## config.mk

```make
export PLATFORM = sky130hd
export DESIGN_NAME = wht_ctrl
export DESIGN_NICKNAME = d
export VERILOG_FILES = /design/src/wht_pkg.sv /design/src/wht_ctrl.sv
export SDC_FILE = /design/constraint.sdc
export NUM_CORES = 1
export LEC_CHECK = 0
export BUFFER_PORTS_ARGS = -buffer_cell sky130_fd_sc_hd__buf_2
export CAP_MARGIN = 25
export CORE_AREA = 2 2 39 41
export DETAILED_ROUTE_END_ITERATION = 7
export DIE_AREA = 0 0 41 43
export HOLD_SLACK_MARGIN = 0.08
export PLACE_DENSITY = 0.59
export SLEW_MARGIN = 30
export SYNTH_ARGS = -nofsm -noshare
export SYNTH_HDL_FRONTEND = slang
export SYNTH_SLANG_ARGS = --single-unit
```

## constraint.sdc

```tcl
create_clock -name clk -period 2.65 [get_ports clk]
set_input_delay 0.3975 -clock clk [delete_from_list [all_inputs] [get_ports clk]]
set_output_delay 0.3975 -clock clk [all_outputs]
set_load 0.02 [all_outputs]
```

## src/wht_pkg.sv

```systemverilog
// ============================================================================
// wht_pkg - Walsh-Hadamard transform engine package
// Shared constants, input kind codes and controller/datapath interface types.
// ============================================================================
`default_nettype none

package wht_pkg;

    localparam int MAX_LOG_DEF      = 12;
    localparam int SAMPLE_WIDTH_DEF = 16;

    localparam int INDEX_W = 12;
    localparam int COEF_W  = 28;
    localparam int KIND_W  = 2;
    localparam int OUT_W   = ((COEF_W + INDEX_W + 7) / 8) * 8;
    localparam int CFG_W   = 4;

    localparam logic [CFG_W-1:0] LOG_SIZE_RST = 4'd12;

    // item kinds on s_tuser
    localparam logic [KIND_W-1:0] KIND_WRITE = 2'd0;
    localparam logic [KIND_W-1:0] KIND_XFORM = 2'd1;
    localparam logic [KIND_W-1:0] KIND_READ  = 2'd2;

    // controller -> datapath
    typedef struct packed {
        logic mem_wr_in;   // store sample from the accepted item
        logic rd_load;     // read entry at the accepted item's index
        logic out_load;    // move read data into the output register
        logic bf_init;     // restart butterfly walk
        logic bf_load;     // fetch butterfly operands
        logic bf_wr_sum;   // write x+y
        logic bf_wr_diff;  // write x-y and advance
    } wht_cmd_t;

    // datapath -> controller
    typedef struct packed {
        logic out_busy;    // output register full and not taken
        logic single;      // length 1: nothing to do
        logic xf_end;      // current butterfly is the last one
    } wht_stat_t;

endpackage

`default_nettype wire

```

## src/wht_ctrl.sv

```systemverilog
// ============================================================================
// wht_ctrl - Walsh-Hadamard transform controller
// One-hot sequencer for item acceptance, reads and the butterfly walk.
// ============================================================================
`default_nettype none

module wht_ctrl (
    input  wire logic                        clk,
    input  wire logic                        rst_n,
    input  wire logic                        s_tvalid,
    input  wire logic [wht_pkg::KIND_W-1:0]  s_tuser,
    output logic                             s_tready,
    output wht_pkg::wht_cmd_t                cmd,
    input  wht_pkg::wht_stat_t               stat
);

    typedef enum logic [4:0] {
        S_IDLE    = 5'b00001,
        S_RDATA   = 5'b00010,
        S_BF_RD   = 5'b00100,
        S_BF_SUM  = 5'b01000,
        S_BF_DIFF = 5'b10000
    } state_t;

    state_t state_reg, state_next;
    logic   accept;

    assign s_tready = (state_reg == S_IDLE);
    assign accept   = s_tvalid && s_tready;

    always_comb
    begin
        state_next     = state_reg;
        cmd            = '0;
        case (state_reg)
            S_IDLE:
            begin
                if (accept)
                begin
                    case (s_tuser)
                        wht_pkg::KIND_WRITE:
                        begin
                            cmd.mem_wr_in = 1'b1;
                        end
                        wht_pkg::KIND_XFORM:
                        begin
                            cmd.bf_init = 1'b1;
                            if (!stat.single)
                            begin
                                state_next = S_BF_RD;
                            end
                        end
                        wht_pkg::KIND_READ:
                        begin
                            cmd.rd_load = 1'b1;
                            state_next  = S_RDATA;
                        end
                        default:
                        begin
                            state_next = S_IDLE;
                        end
                    endcase
                end
            end
            S_RDATA:
            begin
                if (!stat.out_busy)
                begin
                    cmd.out_load = 1'b1;
                    state_next   = S_IDLE;
                end
            end
            S_BF_RD:
            begin
                cmd.bf_load = 1'b1;
                state_next  = S_BF_SUM;
            end
            S_BF_SUM:
            begin
                cmd.bf_wr_sum = 1'b1;
                state_next    = S_BF_DIFF;
            end
            S_BF_DIFF:
            begin
                cmd.bf_wr_diff = 1'b1;
                state_next     = stat.xf_end ? S_IDLE : S_BF_RD;
            end
            default:
            begin
                state_next = S_IDLE;
            end
        endcase
    end

    always_ff @(posedge clk or negedge rst_n)
    begin
        if (!rst_n)
        begin
            state_reg <= S_IDLE;
        end
        else
        begin
            state_reg <= state_next;
        end
    end

endmodule

`default_nettype wire

```

* Word level (Yosys, flattened, before mapping) *
Index checks and enable logic that the tools add are counted.

cells by class
  add/subtract/negate cells = 0
  equal/unequal tests = 11
  shift operators = 0
  bitwise logic cells = 0
  muxes and demuxes = 18
  div/mod/pow operators = 0
  order comparisons = 0
  reduce and logical (&&, ||, !) cells = 3
  multipliers = 0

operator list
  cell                                                   count
  one-hot mux 5 bit (5 select lines)                     1
  2-to-1 mux 5 bit                                       3
  one-hot mux 5 bit (3 select lines)                     1
  2-to-1 mux 1 bit                                       10
  == test 5 x 1 -> 1 bit, second input constant          1
  == test 5 x 2 -> 1 bit, second input constant          1
  == test 5 x 3 -> 1 bit, second input constant          1
  == test 5 x 4 -> 1 bit, second input constant          1
  == test 5 bit, second input constant                   1
  2-to-1 mux 2 bit                                       2
  inequality test 2 bit, second input constant           2
  AND reduction 4 bit                                    1
  2-to-1 mux 3 bit                                       1
  inequality test 3 bit, second input constant           1
  == test 2 x 1 -> 1 bit, second input constant          1
  == test 2 bit, second input constant                   1
  logical NOT 2 bit                                      1
  inequality test 2 x 1 -> 1 bit, second input constant  1
  logical AND 1 bit                                      1

storage, ports and cells
  flip-flop bits (word level) = 5
  output and inout port bits = 8
  ROM bits = 0
  logic and storage cells = 33
  latch bits = 0
  memories kept = 0
  input bits = 8
  bits in writable memories = 0

* Logic depth before layout (Yosys ltp) *
  depth after elaboration = 4
  depth in mapped cells = 5
  mapped depth without buffers = 5

* Worst setup path after synthesis *
Ideal clock, no wire load.

  kind = flip-flop to output port
  from = register state_reg[2]
  to = output cmd[4] in the netlist's numbering
  data arrival time = 1.662 ns
  required time = 2.253 ns
  cell stages (with the launch flop) = 4
  buffers on the path = 1
  setup slack = 0.591 ns
  cells stage by stage = dfrtp_1 > or3_1 > buf_2 > nor4b_1

RTL lines
  element                 RTL line         source
  from (decl)             wht_ctrl.sv:25   state_t state_reg, state_next;
  from (signal assigned)  wht_ctrl.sv:103  state_reg <= state_next;
  to (decl)               wht_ctrl.sv:13   output wht_pkg::wht_cmd_t cmd,

==> results.sh <==
export IMPL_clk_transition_reported_paths_ps=40
export IMPL_firstDrtPassIters=2
export IMPL_power_total_mw=0.217
export IMPL_min_period_ps=2040
export IMPL_grt_pass1_wl_um=1240
export IMPL_antenna_found_initial=0
export IMPL_via_count=354
export IMPL_synth_fp_nets=51
export IMPL_nFillCells=151
export IMPL_clock_path_buffers=2
export IMPL_crit_required_ps=2250
export IMPL_syn_inst=40
export IMPL_worstSetupEndpointType="primary output"
export IMPL_p_int_mw=0.158
export IMPL_syn_area_um2=383
export IMPL_setup_tns_ps=0
export IMPL_antenna_cells=0
export IMPL_place_hpwl_um=598
export IMPL_synth_cell_type_count=23
export IMPL_crit_type="register to primary output"
export IMPL_r2r_cells=3
export IMPL_hold_viol=0
export IMPL_start_util_pct=27.7
export IMPL_rsz0062_at_grt="false"
export IMPL_drv_slew=0
export IMPL_post_drt_via_cell_ratio=4.78
export IMPL_pwr_share_seq_pct=39.3
export IMPL_area_growth_pct=32.0
export IMPL_setup_violations=0
export IMPL_clock_sinks=5
export IMPL_layout_drive_gt1_share_pct=37.9
export IMPL_num_nets_final=70
export IMPL_grt_overflow=0
export IMPL_timing_fmax_mhz=489
export IMPL_critPathLaunchType="register"
export IMPL_ys_ff_latch=5
export IMPL_p_switching_mw=0.0585
export IMPL_status="finished clean"
export IMPL_routabilityCongestion=0.698
export IMPL_pwr_share_clk_pct=40.0
export IMPL_cts_resized=0
export IMPL_clk_latency_ps=240
export IMPL_finalCritPeriodShare_pct=77.1
export IMPL_ant_nets=0
export IMPL_dieArea_um2=1760
export IMPL_maxCapViolations=0
export IMPL_hp_class="input port to register"
export IMPL_p_sw_share_pct=27.0
export IMPL_grt_max_degree=9
export IMPL_arrival_ps=1650
export IMPL_yosysTopAreaCell="dfrtp_1"
export IMPL_power_leakage_nw=0.254
export IMPL_drt_total_wl_um=776
export IMPL_gr_usage_all_layers_pct=10.2
export IMPL_synth_yosys_warnings=0
export IMPL_powerDensity_nw_per_um2=429
export IMPL_hold_slack_ps=457
export IMPL_hold_depth=3
export IMPL_drt_wirelength_per_cell_um=10.5
export IMPL_slowest_delay_ps=480
export IMPL_ctsRootBufferMaster="clkbuf_4"
export IMPL_cts_buffers=3
export IMPL_grt_pass1_vias=334
export IMPL_ys_seq_area_share_pct=33.0
export IMPL_crit_slowest_cell="or3_1"
export IMPL_core_um2=1380
export IMPL_comb_power_share_pct=20.7
export IMPL_num_rows=14
export IMPL_final_util_pct=36.5
export IMPL_synth_top_area_share_pct=26.1
export IMPL_synth_top_cells_by_area="dfrtp_1, nor4b_1, ha_1"
export IMPL_die_y_um=43
export IMPL_irDropWorstVdd_mv=0.200
export IMPL_io_pins=16
export IMPL_worst_pin_slew_ps=412
export IMPL_port_buffers=15
export IMPL_postCtsSetupRepairBufs=0
export IMPL_path_cells="or3_1, nor4b_1, buf_2"
export IMPL_tritoncts="yes"
export IMPL_finClkSkew_ps=1.41
export IMPL_cp_max_fo=8
export IMPL_slew_headroom_pct=72.2
export IMPL_layout_commonest_cell="buf_2"
export IMPL_postSynthAreaPerCell_um2=9.57
export IMPL_largest_reg_flops=5
export IMPL_most_common_layout_cells="buf_2, nor4b_1, dfrtp_1"
export IMPL_die_w_um=41
export IMPL_drtIter0Drc=6
export IMPL_drc=0
export IMPL_htree_levels=1
export IMPL_cts_hold_buffers=1
## through the flow
stage	setup WS [ps]	instances	area (um^2)
2_1_floorplan	591	40	383
3_3_place_gp	861	69	469
3_5_place_dp	859	69	469
4_1_cts	585	74	505
5_1_grt	501	74	505
6_report	606	74	505
## final cells by class
cell class | instances | area [um^2] | share of cell area [%]
Multi-Input combinational cell | 31 | 240 | 47.5
Inverter | 2 | 7.51 | 1.49
Clock buffer | 4 | 26.3 | 5.20
Sequential cell | 5 | 126 | 25.0
Tap cell | 16 | 20.0 | 3.96
Timing Repair Buffer | 16 | 85.1 | 16.8
## synth_stat cells (all sizes together)
cell type	n
nand3b	1
and2	3
nand2	2
nor4b	6
a31oi	2
nor3b	1
dfrtp	4
o22ai	1
ha	3
dfstp	1
clkbuf	1
or4b	1
nor4bb	1
and3b	1
nor2	3
or3b	1
or2	1
inv	2
xnor2	1
a2bb2oi	1
or3	1
o21ai	1
buf	1
## critical path, delay by kind of cell (launching register included)
family / cells / cell delay (ps)
simple gates: 2 / 750
buf+inv: 1 / 210
flops: 1 / 440
## logic make-up after synthesis
family | after synthesis | synth area share (%)
AO/OA/AOI/OAI | 5 | 10.1
XOR/XNOR | 1 | 2.29
flip-flops | 5 | 33.0
adder cells (fa/ha/maj) | 3 | 9.80
buffers and inverters | 4 | 4.25
AND/OR/NAND/NOR | 22 | 40.5
## layer usage
metal  GRT usage (%)  share of wire [%]  vias up
li1                -                  -      183
met1            12.7                 49      155
met2            14.7                 42       16
met3            6.28                8.8        0
met4            2.00                  0        0
met5               0                  0        -
## power groups by stage
stage / registers [mW] / clock network (mW) / logic, mW
finish: 0.0853 / 0.0867 / 0.0449
global route: 0.0859 / 0.0959 / 0.0504
CTS: 0.0852 / 0.0906 / 0.0458
detailed placement: 0.0862 / 0 / 0.0443
global placement: 0.0862 / 0 / 0.0448
floorplan: 0.0850 / 0 / 0.0308
## path summary, 6_finish.rpt
| kind | slack (ps) | to | startpoint |
|---|---|---|---|
| setup / recovery | 610 | cmd[4] | state_reg[2] |
| hold / removal | 460 | state_reg[2] | stat[0] |
| setup reg to reg | 1170 | state_reg[2] | state_reg[2] |
| hold reg to reg | 550 | state_reg[0] | state_reg[0] |
| max in group asynchronous | 1940 | state_reg[0] | rst_n |
| min in group asynchronous | 500 | state_reg[4] | rst_n |
Note: power is estimated with default switching activity, not from simulation.
